`src/sv/gqge_pkg.sv`:
```
// ---------------------------------------------------------------------------
// gqge_pkg
// Types, codes and helper functions shared by the Gray-code enumerator.
// ---------------------------------------------------------------------------
package gqge_pkg;

	localparam int WORD_W   = 32;
	localparam int IDX_W    = 4;
	localparam int MODE_W   = 3;
	localparam int CNT_W    = 16;
	localparam int PAR_W    = 17;
	localparam int SOL_W    = 32;
	localparam int REG_W    = 5;
	localparam int PFX_W    = 16;

	localparam int CFG_ADDR_W = 2;
	localparam int CFG_DATA_W = 16;

	localparam int CMD_FIFO_DEPTH = 4;
	localparam int CMD_PTR_W      = $clog2(CMD_FIFO_DEPTH);
	localparam int CMD_CNT_W      = $clog2(CMD_FIFO_DEPTH + 1);

	// Input item modes.
	localparam logic [MODE_W-1:0] MODE_LOAD_QUAD  = 3'd0;
	localparam logic [MODE_W-1:0] MODE_LOAD_LIN   = 3'd1;
	localparam logic [MODE_W-1:0] MODE_LOAD_CONST = 3'd2;
	localparam logic [MODE_W-1:0] MODE_START      = 3'd3;
	localparam logic [MODE_W-1:0] MODE_STEP       = 3'd4;

	// Commands handed from the front end to the execution unit.
	localparam logic [2:0] OP_LOAD_QUAD  = 3'd0;
	localparam logic [2:0] OP_LOAD_LIN   = 3'd1;
	localparam logic [2:0] OP_LOAD_CONST = 3'd2;
	localparam logic [2:0] OP_START      = 3'd3;
	localparam logic [2:0] OP_STEP       = 3'd4;

	// Configuration register indexes.
	localparam logic [CFG_ADDR_W-1:0] REG_INNER_COUNT  = 2'd0;
	localparam logic [CFG_ADDR_W-1:0] REG_OUTER_COUNT  = 2'd1;
	localparam logic [CFG_ADDR_W-1:0] REG_PREFIX_VALUE = 2'd2;

	typedef struct packed {
		logic [MODE_W-1:0] mode;
		logic [IDX_W-1:0]  row;
		logic [IDX_W-1:0]  col;
		logic [WORD_W-1:0] word;
	} in_t;

	typedef struct packed {
		logic             hit;
		logic [SOL_W-1:0] solution;
		logic [PAR_W-1:0] parity_vector;
		logic             pass_end;
	} out_t;

	typedef struct packed {
		logic [2:0]        op;
		logic [IDX_W-1:0]  row;
		logic [IDX_W-1:0]  col;
		logic [WORD_W-1:0] word;
	} cmd_t;

	// Configuration as the execution unit sees it, already clamped.
	typedef struct packed {
		logic [REG_W-1:0] n1;
		logic [REG_W-1:0] outer;
		logic [PFX_W-1:0] prefix;
	} cfg_t;

	// Index of the lowest set bit; zero for an all-zero word.
	function automatic logic [IDX_W-1:0] low_index(input logic [CNT_W-1:0] v);
		logic [CNT_W-1:0] iso;
		logic [IDX_W-1:0] idx;
		iso = v & (~v + 16'd1);
		idx = '0;
		for (int i = 0; i < CNT_W; i++) begin
			if (iso[i]) begin
				idx = idx | IDX_W'(i);
			end
		end
		return idx;
	endfunction

endpackage

```
`src/sv/gqge_front.sv`:
```
// ---------------------------------------------------------------------------
// gqge_front
// Holds the configuration registers, accepts input items, drops the ones
// that cause nothing and turns the rest into commands for the queue.
// ---------------------------------------------------------------------------
module gqge_front #(
	parameter int MAX_INNER = 16,
	parameter int MAX_OUTER = 16
) (
	input  logic                                clk,
	input  logic                                arst_n,
	input  logic                                in_valid,
	output logic                                in_stall,
	input  gqge_pkg::in_t                       in_item,
	input  logic                                cfg_we,
	input  logic [gqge_pkg::CFG_ADDR_W-1:0]     cfg_addr,
	input  logic [gqge_pkg::CFG_DATA_W-1:0]     cfg_wdata,
	output gqge_pkg::cfg_t                      cfg,
	output logic                                push,
	output gqge_pkg::cmd_t                      push_cmd,
	input  logic                                full
);
	import gqge_pkg::*;

	localparam int D1_DEPTH = (MAX_INNER < 16) ? MAX_INNER : 16;
	// Both the inner-count clamp and the index range check use this limit.
	localparam logic [REG_W-1:0] INNER_LIM = REG_W'(D1_DEPTH);
	localparam logic [REG_W-1:0] OUTER_LIM = REG_W'((MAX_OUTER < 31) ? MAX_OUTER : 31);

	logic [REG_W-1:0] inner_q;
	logic [REG_W-1:0] outer_q;
	logic [PFX_W-1:0] prefix_q;
	logic [REG_W-1:0] inner_wr;
	logic [REG_W-1:0] outer_wr;
	logic             accept;
	logic             row_ok;
	logic             col_ok;

	always_comb begin
		inner_wr = cfg_wdata[REG_W-1:0];
		if (inner_wr == '0) begin
			inner_wr = REG_W'(1);
		end else if (inner_wr > INNER_LIM) begin
			inner_wr = INNER_LIM;
		end
		outer_wr = cfg_wdata[REG_W-1:0];
		if (outer_wr > OUTER_LIM) begin
			outer_wr = OUTER_LIM;
		end
	end

	always_ff @(posedge clk or negedge arst_n) begin
		if (!arst_n) begin
			inner_q  <= INNER_LIM;
			outer_q  <= '0;
			prefix_q <= '0;
		end else if (cfg_we) begin
			case (cfg_addr)
				REG_INNER_COUNT:  inner_q  <= inner_wr;
				REG_OUTER_COUNT:  outer_q  <= outer_wr;
				REG_PREFIX_VALUE: prefix_q <= cfg_wdata[PFX_W-1:0];
				default: ;
			endcase
		end
	end

	assign cfg.n1     = inner_q;
	assign cfg.outer  = outer_q;
	assign cfg.prefix = prefix_q;

	assign in_stall = full;
	assign accept   = in_valid && !full;
	assign row_ok   = {1'b0, in_item.row} < INNER_LIM;
	assign col_ok   = {1'b0, in_item.col} < INNER_LIM;

	always_comb begin
		push_cmd.op   = OP_STEP;
		push_cmd.row  = in_item.row;
		push_cmd.col  = in_item.col;
		push_cmd.word = in_item.word;
		push          = 1'b0;
		case (in_item.mode)
			MODE_LOAD_QUAD: begin
				push_cmd.op = OP_LOAD_QUAD;
				push        = accept && row_ok && col_ok;
			end
			MODE_LOAD_LIN: begin
				push_cmd.op = OP_LOAD_LIN;
				push        = accept && row_ok;
			end
			MODE_LOAD_CONST: begin
				push_cmd.op = OP_LOAD_CONST;
				push        = accept;
			end
			MODE_START: begin
				push_cmd.op = OP_START;
				push        = accept;
			end
			MODE_STEP: begin
				push_cmd.op = OP_STEP;
				push        = accept;
			end
			default: ;
		endcase
	end

endmodule

```
`config.mk`:
```
export PLATFORM = sky130hd
export DESIGN_NAME = gqge_front
export DESIGN_NICKNAME = d
export VERILOG_FILES = /design/src/sv/gqge_pkg.sv /design/src/sv/gqge_front.sv
export SDC_FILE = /design/constraint.sdc
export NUM_CORES = 1
export LEC_CHECK = 0
export ABC_AREA = 1
export BUFFER_PORTS_ARGS = -buffer_cell sky130_fd_sc_hd__buf_4
export CORE_MARGIN = 2
export CORE_UTILIZATION = 39
export CTS_CLUSTER_DIAMETER = 150
export CTS_CLUSTER_SIZE = 24
export DETAILED_ROUTE_END_ITERATION = 10
export PLACE_DENSITY = 0.95
export SLEW_MARGIN = 20
export SYNTH_ARGS = -nofsm -noshare
export SYNTH_HDL_FRONTEND = slang
export SYNTH_SLANG_ARGS = --single-unit
```
`constraint.sdc`:
```
create_clock -name clk -period 2 [get_ports clk]
set_clock_uncertainty 0.15 [all_clocks]
set_input_delay 0 -clock clk [delete_from_list [all_inputs] [get_ports clk]]
set_output_delay 0 -clock clk [all_outputs]
set_load 0.005 [all_outputs]
```
==> metrics.yaml <==
setup_path:
  required_ns: 2.12
  end_kind: "register"
  setup.worst_path.class: "input port to register"
  arrival_ns: 2.05
  cp-start-kind: "input port"
  r2r_slack_ns: 0.64
  cp_max_fo: 4
detailed_routing:
  drtAntennaViolNets: 0
  wl_per_cell_um: 14.0
  drt_iter0_markers: 93
  drc: 0
  routed_wl_mm: 4.26
  vias: 1415
  drt-vias-per-instance: 4.64
  first_pass_iters: 4
floorplan:
  dieArea_sq_um: 4070
  fp-row-count: 21
  fp.dieW_um: 63.8
  core_sq_um: 3390
  start_util_pct: 41.2
  ios: 137
  dieHeight_um: 63.8
placement:
  gp_congestion: 0.780
  place_hpwl_mm: 2.24
  portBuffers: 56
power_and_ir_drop:
  power_density_nw_per_um2: 571
  swShare_pct: 27.3
  p_clk_share_pct: 19.4
  power_frac_comb_pct: 32.7
  leakage_nw: 1.20
  intPower_mw: 0.991
  pwr-share-seq_pct: 47.9
  switchingPower_mw: 0.372
  peakVddDrop_v: 0.000426
sta:
  hold_viol_final: 0
  max_freq_ghz: 0.519
  slew_viol_final: 0
  timing.final.crit_share_pct: 96.3
  setup_viol: 0
  tightest_slew_ns: 0.736
  fin_crit_ns: 1.93
  slew_headroom_pct: 50.8
  rsz0062_at_grt: "false"
  finalSetupTns_ns: 0
synthesis:
  yosysSeqAreaShare_pct: 46.7
  yosys_warnings: 0
  synth_area_per_cell_sq_um: 8.46
  synthCells: 165
  syn_area_sq_um: 1400
  ys_seq_elements: 26
  syn-num-nets: 231
  synth_cell_type_count: 14
job:
  timing.max_cap.violations: 0
global_routing:
  grt_max_degree: 26
  grt_antenna_before_repair: 0
  gr-total-overflow: 0
  track_usage_pct: 20.6
  grt_pass1_vias: 1402
  grt_first_pass_wirelength_mm: 6.63
clock_tree:
  cts_root_buffer: "clkbuf_4"
  cts_buffer_depth: 2
  cts_sinks: 26
  cts_max_level: 1
  cts_tree: "built"
  clkSlewWorstSetupHoldPaths_ns: 0.14
  cts-buffers-inserted: 3
  clk_latency_ns: 0.32
finish:
  nets: 326
  diodes: 0
  drive_above_1_share_pct: 27.4
  postLayoutCoreUtil_pct: 70.5
  final_common_cell: "dlygate4sd3_1"
  area_growth_pct: 71.1
  final_cell_mix: "79 x dlygate4sd3_1, 57 x nand2_1, 56 x buf_4"
  n_fill_cell: 238
worst_hold_path:
  worstHoldPathType: "input port to output port"
status:
  status: "finished clean"
==> synthesized netlist by cell type (all sizes together) <==
cell | n | share of area (%)
nor2 | 7 | 2.4
inv | 8 | 2.2
dfrtp | 25 | 45
clkbuf | 1 | 0.27
nand2 | 57 | 15
nand3 | 13 | 5.0
dfstp | 1 | 1.9
o21ai | 8 | 4.2
buf | 45 | 24
==> per-stage QoR <==
| stage | cell area [sq um] | hold WS [ns] | cells | worst slack [ns] | power [mW] |
|---|---|---|---|---|---|
| after floorplan | 1400 | -0.446 | 165 | 1.15 | 0.825 |
| after global placement | 1540 | -0.231 | 221 | 0.458 | 0.957 |
| after detailed placement | 1540 | -0.223 | 221 | 0.401 | 0.966 |
| after CTS | 2380 | 0.0186 | 305 | 0.0832 | 1.36 |
| after global routing | 2390 | 0.0393 | 305 | 0.0432 | 1.44 |
| final | 2390 | 0.0296 | 305 | 0.0742 | 1.36 |
==> worst max-delay path, cell delays in order <==
cell and delay, ns:
dlygate4sd3_1 0.53, buf_4 0.16, nor2_4 0.13, nand2_1 0.07
dlygate4sd3_1 0.56, nand2_1 0.06, dlygate4sd3_1 0.54
==> logic make-up after synthesis <==
group           synth area share (%)
compound gates                  4.21
simple gates                    22.8
flops                           46.7
buf+inv                         26.3
==> state kept, by name, summed over array words and instances, names as in the netlist <==
register and count:
prefix_q 16, outer_q 5, inner_q 5
==> timing repair <==
action,in CTS,in global routing
setup buffers,0,0
hold buffers,80,0
endpoints found under the setup margin,0,3
hold endpoints to repair,92,0
resized for setup,0,1
==> area by class of cell <==
class | instances | area (sq um) | share of cell area, %
clock buffers | 4 | 36.3 | 1.52
inverters | 8 | 30.0 | 1.26
multi-input cells | 85 | 382 | 16.0
flip-flops and latches | 26 | 652 | 27.3
well taps | 46 | 57.6 | 2.41
repair buffers | 136 | 1230 | 51.5
==> power groups by stage <==
stage	logic, mW	registers, mW	clock network (mW)
4_1_cts	0.438	0.652	0.269
5_1_grt	0.487	0.663	0.295
2_1_floorplan	0.162	0.663	0
3_3_place_gp	0.296	0.661	0
3_5_place_dp	0.305	0.661	0
6_report	0.445	0.653	0.264
==> path summary, 6_finish.rpt <==
kind                                                 end                     start  cells past startpoint
worst max-delay path              outer_q[0]$_DFFE_PN0P_              cfg_wdata[4]                      7
worst min-delay path                            in_stall                      full                      2
worst max register to register    outer_q[1]$_DFFE_PN0P_    outer_q[1]$_DFFE_PN0P_                      3
worst min register to register  prefix_q[10]$_DFFE_PN0P_  prefix_q[10]$_DFFE_PN0P_                      2
max in group asynchronous       prefix_q[15]$_DFFE_PN0P_                    arst_n                      4
min in group asynchronous        prefix_q[1]$_DFFE_PN0P_                    arst_n                      4
==> layer usage <==
metal	vias to the layer above	wire length (um)	GRT usage [%]	share of wire (%)
met5	-	0	0	0
met4	0	25	4.35	0.59
met3	4	389	7.04	9.1
met1	677	1600	23.3	38
met2	78	2240	37.4	53
li1	656	-	-	-
Power figures use the tool's default switching activity.
