[config.mk]
export PLATFORM = sky130hd
export DESIGN_NAME = gqge_fifo
export DESIGN_NICKNAME = d
export VERILOG_FILES = /design/src/sv/gqge_pkg.sv /design/src/sv/gqge_fifo.sv
export SDC_FILE = /design/constraint.sdc
export NUM_CORES = 1
export LEC_CHECK = 0
export BUFFER_PORTS_ARGS = -buffer_cell sky130_fd_sc_hd__buf_2
export CORE_MARGIN = 2
export CORE_UTILIZATION = 37
export DETAILED_ROUTE_END_ITERATION = 10
export HOLD_SLACK_MARGIN = 0.06
export PLACE_DENSITY = 0.53
export REMOVE_ABC_BUFFERS = 1
export SLEW_MARGIN = 20
export SYNTH_ARGS = -nofsm -noshare
export SYNTH_HDL_FRONTEND = slang
export SYNTH_SLANG_ARGS = --single-unit
[constraint.sdc]
create_clock -name clk -period 2.6 [get_ports clk]
set_input_delay 0.52 -clock clk [delete_from_list [all_inputs] [get_ports clk]]
set_output_delay 0.52 -clock clk [all_outputs]
set_load 0.05 [all_outputs]
[src/sv/gqge_pkg.sv]
// ---------------------------------------------------------------------------
// gqge_pkg
// Types, codes and helper functions shared by the Gray-code enumerator.
// ---------------------------------------------------------------------------
package gqge_pkg;

	localparam int WORD_W   = 32;
	localparam int IDX_W    = 4;
	localparam int MODE_W   = 3;
	localparam int CNT_W    = 16;
	localparam int PAR_W    = 17;
	localparam int SOL_W    = 32;
	localparam int REG_W    = 5;
	localparam int PFX_W    = 16;

	localparam int CFG_ADDR_W = 2;
	localparam int CFG_DATA_W = 16;

	localparam int CMD_FIFO_DEPTH = 4;
	localparam int CMD_PTR_W      = $clog2(CMD_FIFO_DEPTH);
	localparam int CMD_CNT_W      = $clog2(CMD_FIFO_DEPTH + 1);

	// Input item modes.
	localparam logic [MODE_W-1:0] MODE_LOAD_QUAD  = 3'd0;
	localparam logic [MODE_W-1:0] MODE_LOAD_LIN   = 3'd1;
	localparam logic [MODE_W-1:0] MODE_LOAD_CONST = 3'd2;
	localparam logic [MODE_W-1:0] MODE_START      = 3'd3;
	localparam logic [MODE_W-1:0] MODE_STEP       = 3'd4;

	// Commands handed from the front end to the execution unit.
	localparam logic [2:0] OP_LOAD_QUAD  = 3'd0;
	localparam logic [2:0] OP_LOAD_LIN   = 3'd1;
	localparam logic [2:0] OP_LOAD_CONST = 3'd2;
	localparam logic [2:0] OP_START      = 3'd3;
	localparam logic [2:0] OP_STEP       = 3'd4;

	// Configuration register indexes.
	localparam logic [CFG_ADDR_W-1:0] REG_INNER_COUNT  = 2'd0;
	localparam logic [CFG_ADDR_W-1:0] REG_OUTER_COUNT  = 2'd1;
	localparam logic [CFG_ADDR_W-1:0] REG_PREFIX_VALUE = 2'd2;

	typedef struct packed {
		logic [MODE_W-1:0] mode;
		logic [IDX_W-1:0]  row;
		logic [IDX_W-1:0]  col;
		logic [WORD_W-1:0] word;
	} in_t;

	typedef struct packed {
		logic             hit;
		logic [SOL_W-1:0] solution;
		logic [PAR_W-1:0] parity_vector;
		logic             pass_end;
	} out_t;

	typedef struct packed {
		logic [2:0]        op;
		logic [IDX_W-1:0]  row;
		logic [IDX_W-1:0]  col;
		logic [WORD_W-1:0] word;
	} cmd_t;

	// Configuration as the execution unit sees it, already clamped.
	typedef struct packed {
		logic [REG_W-1:0] n1;
		logic [REG_W-1:0] outer;
		logic [PFX_W-1:0] prefix;
	} cfg_t;

	// Index of the lowest set bit; zero for an all-zero word.
	function automatic logic [IDX_W-1:0] low_index(input logic [CNT_W-1:0] v);
		logic [CNT_W-1:0] iso;
		logic [IDX_W-1:0] idx;
		iso = v & (~v + 16'd1);
		idx = '0;
		for (int i = 0; i < CNT_W; i++) begin
			if (iso[i]) begin
				idx = idx | IDX_W'(i);
			end
		end
		return idx;
	endfunction

endpackage

[src/sv/gqge_fifo.sv]
// ---------------------------------------------------------------------------
// gqge_fifo
// Short command queue between the front end and the execution unit.
// ---------------------------------------------------------------------------
module gqge_fifo (
	input  logic            clk,
	input  logic            arst_n,
	input  logic            push,
	input  gqge_pkg::cmd_t  push_cmd,
	output logic            full,
	input  logic            pop,
	output logic            empty,
	output gqge_pkg::cmd_t  head
);
	import gqge_pkg::*;

	cmd_t                 entry_q [CMD_FIFO_DEPTH];
	logic [CMD_PTR_W-1:0] wr_ptr_q;
	logic [CMD_PTR_W-1:0] rd_ptr_q;
	logic [CMD_CNT_W-1:0] count_q;

	assign full  = count_q == CMD_CNT_W'(CMD_FIFO_DEPTH);
	assign empty = count_q == '0;
	assign head  = entry_q[rd_ptr_q];

	// The depth is a power of two, so the pointers wrap on their own.
	always_ff @(posedge clk or negedge arst_n) begin
		if (!arst_n) begin
			wr_ptr_q <= '0;
			rd_ptr_q <= '0;
			count_q  <= '0;
		end else begin
			if (push) begin
				wr_ptr_q <= wr_ptr_q + 1'b1;
			end
			if (pop) begin
				rd_ptr_q <= rd_ptr_q + 1'b1;
			end
			if (push && !pop) begin
				count_q <= count_q + 1'b1;
			end else if (pop && !push) begin
				count_q <= count_q - 1'b1;
			end
		end
	end

	always_ff @(posedge clk) begin
		if (push) begin
			entry_q[wr_ptr_q] <= push_cmd;
		end
	end

endmodule

==> impl_results.md, run 1 <==
- Arrival @ worst endpoint: approximately 1.9 ns
- Total CTS buffers: 17
- Clock sink total: 179
- CTS H-Tree Depth: 4
- Mapped Area: about 0.0067 mm2
- Final Worst Setup Slack: around 0.15 ns
- Met3 usage in global routing: 0.05057
- Share of cells above drive strength 1: 0.4627
- Yosys reg bits: around 180
- CP peak stage delay: 0.58 ns
- Vias in the first global route: between 3000 and 4000
- Worst-path maximum fanout: 19
- FF-to-FF path depth: 4
- Via Count: ~3000
- Drt drc: 0
- Initial DRC Count: between 100 and 150
- Placed cells: around 580
- CTS clk-pin slew, worst paths: 0.07 ns
- Avg WL per Cell: about 20 um
- Clk buf depth: 2
- Skew final: about 0.01 ns
- GR Util met2: 0.2155
- DPL Wire Length: 7.350 mm
- CTS tree: built
- Outcome: finished clean
- Reg area: ~0.0053 mm2
- Antenna-violating nets left: 0
- Fill count: between 1500 and 2000
- Post-Route WL: ~12 mm
- Max IR drop VDD: between 0.0006 and 0.0007 V
- Area of the core: 0.01778 mm2
- GRT Total Usage: 0.1350
- Hold Crit Class: input port to flop
- Max-slew violations: 0
- CP Capture Type: primary output
- Root buf cell: clkbuf_16
- Largest net degree at the start of global routing: 26
- Initial antenna violation count: 2
- Avg Synthesized Cell Area: about 26 um2
- Crit path from: rd_ptr_q[0]$_DFFE_PN0P_
- CTS resizes: 0
- Power per cell area: roughly 1300 mW/mm2
- Final Hold Fails: 0
- Unrepaired setup endpoints after global routing: false
- Gr ovfl total: 0
- Area of the multi-input gates: between 0.001 and 0.0015 mm2
- Finished Cell Area: 0.008013 mm2
- Data required time of the critical path: 2.08 ns
- Min cycle time layout: about 2.4 ns
- Fin crit share: 0.9418
- Max-cap violations: 0
- Synth Instances: about 260
- RR Endpoint: entry_q[0][5]$_DFFE_PP_
- Max_slew headroom: 0.6883
- Cell row count: 49
- CP max stage cell: mux4_1
- Die X: about 140 um
- Reg2reg start: wr_ptr_q[0]$_DFFE_PN0P_
- GRT met1 Usage: 0.1729
- Die area: about 0.019 mm2
- Netlist cell types: 19
- Worst Max-Slew Pin Slew: 0.4676 ns
- Setup Crit Path Kind: flop to primary output
- FMAX: roughly 410 MHz
- Total power: 0.01031 W
- Nets: 429
- Worst Hold Depth: 1
- Later-pin clock latency in the skew report: between 0.4 and 0.5 ns
- CP Cell Sequence: buf_12 > mux4_1 > buf_2
- Most used routing layer: met2
- Fin cells: a little over 600
- Dpl ws: 0.4441 ns
- Syn. warnings: 0
- Die height: about 140 um
- Area growth syn-to-layout: 20.33%
- Leakage: roughly 2.8 nW
- I/O pin cnt: 92
- Crit start category: flop
- Via/cell ratio: ~5
- Hold endpoint: entry_q[2][6]$_DFFE_PP_
- Sequential fraction of the synthesis area: 0.8020
- # port buffers: 91
- Routability cong.: 0.6555
- Final setup vio count: 0
- First-pass DRT Iterations: 4
- DP Area: 0.007430 mm2
- Initial Util: 0.3745
- First-pass GRT wire length: ~19 mm
- Flop-to-flop setup slack: a little over 0.9 ns
- HP Start: push_cmd[6]
[critical path, delay by kind of cell (launching register included)]
family   cells  cell delay [ns]
mux          1             0.58
buf+inv      2             0.45
flops        1             0.49
[flip-flops by register name, summed over array words and instances, names as in the netlist]
register  count
count_q       3
wr_ptr_q      2
entry_q     172
rd_ptr_q      2
[worst max path at each step]
stage / slack [ns] / depth (start not counted) / endpoint
floorplan: -0.65 / 1 / head[29]
CTS: 0.11 / 3 / head[40]
detailed placement: 0.44 / 3 / head[40]
global placement: 0.43 / 3 / head[40]
finish: 0.15 / 3 / head[40]
global route: 0.07 / 3 / head[40]
[what timing repair did]
action,in CTS,in global routing
setup buffers,3,0
hold buffers,1,0
endpoints found under the setup margin,2,0
hold endpoints to repair,7,0
[area by class of cell]
cell class | instances | share of cell area
multi-input cells | 66 | 0.1488
clock inverters | 9 | 0.009994
repair buffers | 108 | 0.07776
well taps | 229 | 0.03576
inverters | 4 | 0.001874
diodes | 1 | 0.0003123
clock buffers | 23 | 0.05840
flip-flops and latches | 179 | 0.6671
[synthesized netlist by cell type (all sizes together)]
master | n | share of area
and2 | 4 | 0.0038
buf | 10 | 0.017
dfrtp | 7 | 0.026
edfxtp | 172 | 0.78
fa | 1 | 0.0030
ha | 5 | 0.0094
inv | 4 | 0.0023
mux2 | 1 | 0.0017
mux4 | 43 | 0.15
nand2 | 2 | 0.0011
nor2 | 1 | 0.00056
nor3 | 1 | 0.00075
nor3b | 1 | 0.0011
o21ai | 1 | 0.00075
xnor2 | 2 | 0.0026
xor2 | 4 | 0.0053
[cell families (layout without fill, tap and decap cells)]
| family | after synthesis | after routing | share of synthesized area |
|---|---|---|---|
| simple gates | 9 | 9 | 0.007327 |
| other cells | 0 | 1 | 0 |
| mux | 44 | 44 | 0.1499 |
| compound gates | 1 | 1 | 0.0007509 |
| xor+xnor | 6 | 6 | 0.007892 |
| fa+ha+maj | 6 | 6 | 0.01240 |
| buf+inv | 14 | 144 | 0.01973 |
| flops | 179 | 179 | 0.8020 |
[cells in the final DEF, fill, tap and decap left out]
master,count
mux2_2,1
bufinv_16,1
clkbuf_16,17
inv_1,4
buf_12,3
buf_4,13
clkinv_2,5
o21ai_0,1
clkbuf_8,2
mux4_1,5
nand2_1,2
dlygate4sd3_1,1
edfxtp_1,172
mux4_2,38
ha_1,5
clkinv_4,1
clkinvlp_4,1
xor2_1,4
dfrtp_4,1
diode_2,1
and2_2,4
buf_2,91
dfrtp_1,5
nor3b_1,1
nor3_1,1
clkbuf_1,4
inv_6,1
xnor2_1,2
dfrtp_2,1
nor2_1,1
fa_1,1
[report_power, final]
part | internal (W) | switching (W) | leakage (nW) | total (W)
combinational | 0.00125 | 0.00275 | 0.866 | 0.00401
clock | 0.00136 | 0.000995 | 0.271 | 0.00236
sequential | 0.00378 | 0.000161 | 1.66 | 0.00395
total | 0.00640 | 0.00391 | 2.80 | 0.0103
[through the flow]
stage          hold slack, ns  setup TNS [ns]    util
2_1_floorplan          0.2244          -22.40       -
3_3_place_gp           0.3648               0  0.4179
3_5_place_dp           0.3668               0  0.4179
4_1_cts                0.2899               0  0.4505
5_1_grt                0.2892               0  0.4505
6_report               0.3094               0  0.4507
[metal layers]
metal / up-vias / part of all wire
met4: 2 / 0.013
met1: 1593 / 0.45
li1: 1334 / -
met2: 68 / 0.48
met5: - / 0.00058
met3: 15 / 0.052
(Power assumes the default switching activity.)
==> inputs of run 2 (changes only) <==
--- a/config.mk
+++ b/config.mk
@@ -11,6 +11,7 @@
 export DETAILED_ROUTE_END_ITERATION = 10
 export HOLD_SLACK_MARGIN = 0.06
 export PLACE_DENSITY = 0.53
+export RECOVER_POWER = 50
 export REMOVE_ABC_BUFFERS = 1
 export SLEW_MARGIN = 20
 export SYNTH_ARGS = -nofsm -noshare
==> run 2 against run 1 <==
Net effect: register-to-register slack got worse by 0.35 ns; via count decreased by 0.46%; count of clock-buffer cells in the layout did not move; combinational power is essentially flat; wire length is 0.53% lower; worst setup slack better by 0.0027 ns; worst hold slack gained 0.025 ns; clock power barely moved; flip-flop and latch count unchanged; cell area decreased by 0.75%; non-clock buffer count is the same; sequential power about the same; critical path type unchanged.
==> impl_results.md, run 2 (same netlist as run 1, synthesis figures left out) <==
- Leakage: 2.669 nW (-4.6%)
- First-pass GRT wire length: 19.07 mm (unchanged)
- CP max stage cell: mux4_1
- First-pass DRT Iterations: 4 (unchanged)
- RR Endpoint: entry_q[3][18]$_DFFE_PP_
- FF-to-FF path depth: 3 (-1)
- CTS resizes: 0 (unchanged)
- Total power: 0.01030 W (-0.16%)
- Initial Util: 0.3745 (unchanged)
- Post-Route WL: 11.97 mm (-0.53%)
- CP Cell Sequence: buf_12 > mux4_1 > buf_2
- Skew final: 0.01051 ns (+0.0006947 ns)
- HP Start: pop
- Area growth syn-to-layout: 19.43%
- Total CTS buffers: 17 (unchanged)
- Top flop regs: entry_q (172), count_q (3)
- Area of the core: 0.01778 mm2 (unchanged)
- Max-slew violations: 0 (unchanged)
- Fin crit share: 0.9407 (-0.001022)
- Cell row count: 49 (unchanged)
- Data required time of the critical path: 2.08 ns (about the same)
- Hold endpoint: rd_ptr_q[0]$_DFFE_PN0P_
- Nets: 429 (unchanged)
- CTS clk-pin slew, worst paths: 0.06 ns (about the same)
- GRT Total Usage: 0.1350 (unchanged)
- Most common cell after layout, fill and taps aside: edfxtp_1
- Share of cells above drive strength 1: 0.3445 (-0.1183)
- Outcome: finished clean
- CP peak stage delay: 0.57 ns (about the same)
- Max_slew headroom: 0.1543 (-0.5340)
- Initial DRC Count: 155 (+4.7%)
- Die area: 0.01909 mm2 (unchanged)
- Unrepaired setup endpoints after global routing: false
- Avg WL per Cell: 19.34 um (-0.53%)
- Hold Crit Class: input port to flop
- CTS H-Tree Depth: 4 (unchanged)
- CP Capture Type: primary output
- Met3 Routed Length: 631 um (+0.80%)
- Clock sink total: 179 (unchanged)
- Worst Max-Slew Pin Slew: 1.269 ns (+0.8009 ns)
- Dpl ws: 0.4441 ns (unchanged)
- Antenna-violating nets left: 0 (unchanged)
- I/O pin cnt: 92 (unchanged)
- Final Worst Setup Slack: 0.1541 ns (+0.002658 ns)
- Commonest non-fill, non-tap cells in the layout: 172 x edfxtp_1, 50 x clkbuf_1, 46 x buf_2
- Flop-to-flop setup slack: 0.57 ns (-0.35 ns)
- Arrival @ worst endpoint: 1.93 ns (about the same)
- Power per cell area: 1295 mW/mm2 (+0.59%)
- Min cycle time layout: 2.446 ns (-0.002658 ns)
- Root buf cell: clkbuf_16
- Register with the most flip-flops: entry_q
- Via Count: 2998 (-0.46%)
- CTS tree: built
- Largest net degree at the start of global routing: 26 (unchanged)
- Crit start category: flop
- Family with the most delay on the worst path: multiplexers
- Clk buf depth: 2 (unchanged)
- Final setup vio count: 0 (unchanged)
- Max reg flops: 172 (unchanged)
- Routability cong.: 0.6555 (unchanged)
- Routed wl met2: 5.808 mm (+0.57%)
- Reg2reg start: wr_ptr_q[0]$_DFFE_PN0P_
- Drt drc: 0 (unchanged)
- Met1 WL: 5.384 mm (-1.7%)
- DPL Wire Length: 7.350 mm (unchanged)
- CP bufs+invs: 2 (unchanged)
- # port buffers: 91 (unchanged)
- Setup Crit Path Kind: flop to primary output
- Max layer used: met5
- Die X: 138.2 um (unchanged)
- Later-pin clock latency in the skew report: 0.42 ns (about the same)
- Vias in the first global route: 3276 (unchanged)
- Via/cell ratio: 4.843 (-0.46%)
- Worst Hold Depth: 2 (+1)
- Max-cap violations: 0 (unchanged)
- Worst-path maximum fanout: 19 (unchanged)
- Gr ovfl total: 0 (unchanged)
- Max IR drop VDD: 0.0006272 V (about the same)
- Initial antenna violation count: 2 (unchanged)
- Final Hold Fails: 0 (unchanged)
- Setup tns final: 0 ns (unchanged)
- FMAX: 408.8 MHz (+0.11%)
- Die height: 138.2 um (unchanged)
## run 2: changes by cell type in the layout (fill, tap and decap cells not counted)
cell,before,now
clkbuf_1,4,50
buf_2,91,46
buf_4,13,12
## run 2: power by group
group	total [W]	internal [W]	switching, W	leakage, nW
registers	0.00395	0.00379	0.000161	1.66
clock network	0.00236	0.00137	0.000992	0.271
logic	0.00399	0.00124	0.00275	0.738
total	0.0103	0.00639	0.00390	2.67
## run 2: how the worst max path moves through the flow
stage / start / endpoint / slack, ns / cells after the start
2_1_floorplan: rd_ptr_q[0]$_DFFE_PN0P_ / head[29] / -0.65 / 1
3_3_place_gp: rd_ptr_q[0]$_DFFE_PN0P_ / head[40] / 0.43 / 3
3_5_place_dp: rd_ptr_q[0]$_DFFE_PN0P_ / head[40] / 0.44 / 3
4_1_cts: rd_ptr_q[0]$_DFFE_PN0P_ / head[40] / 0.11 / 3
5_1_grt: rd_ptr_q[0]$_DFFE_PN0P_ / head[40] / 0.07 / 3
6_report: rd_ptr_q[0]$_DFFE_PN0P_ / head[40] / 0.15 / 3
## run 2: per-layer routing
metal  global-route usage  vias up
met5                    0        -
met4              0.04350        2
met3              0.05057       13
met2               0.2155       70
met1               0.1729     1581
li1                     -     1332
## run 2: area by class of cell
type,instances,area (um2)
diodes,1,2.502
clock buffers,23,467.9
clock inverters,9,80.08
fillers,1559,9827
inverters,4,15.01
multi-input cells,66,1192
flip-flops and latches,179,5345
well taps,229,286.5
repair buffers,108,563.0
## run 2: timing repair
item                                    in CTS  in global routing
endpoints found under the hold margin        7                  0
hold buffers                                 1                  0
endpoints found under the setup margin       2                  0
setup buffers                                3                  0
## run 2: stage by stage
step / utilization / hold WS [ns] / cells / area, um2
2_1_floorplan: - / 0.2244 / 249 / 6543
3_3_place_gp: 0.4179 / 0.3648 / 582 / 7430
3_5_place_dp: 0.4179 / 0.3668 / 582 / 7430
4_1_cts: 0.4505 / 0.2899 / 618 / 8010
5_1_grt: 0.4472 / 0.3206 / 618 / 7950
6_report: 0.4473 / 0.3341 / 619 / 7953
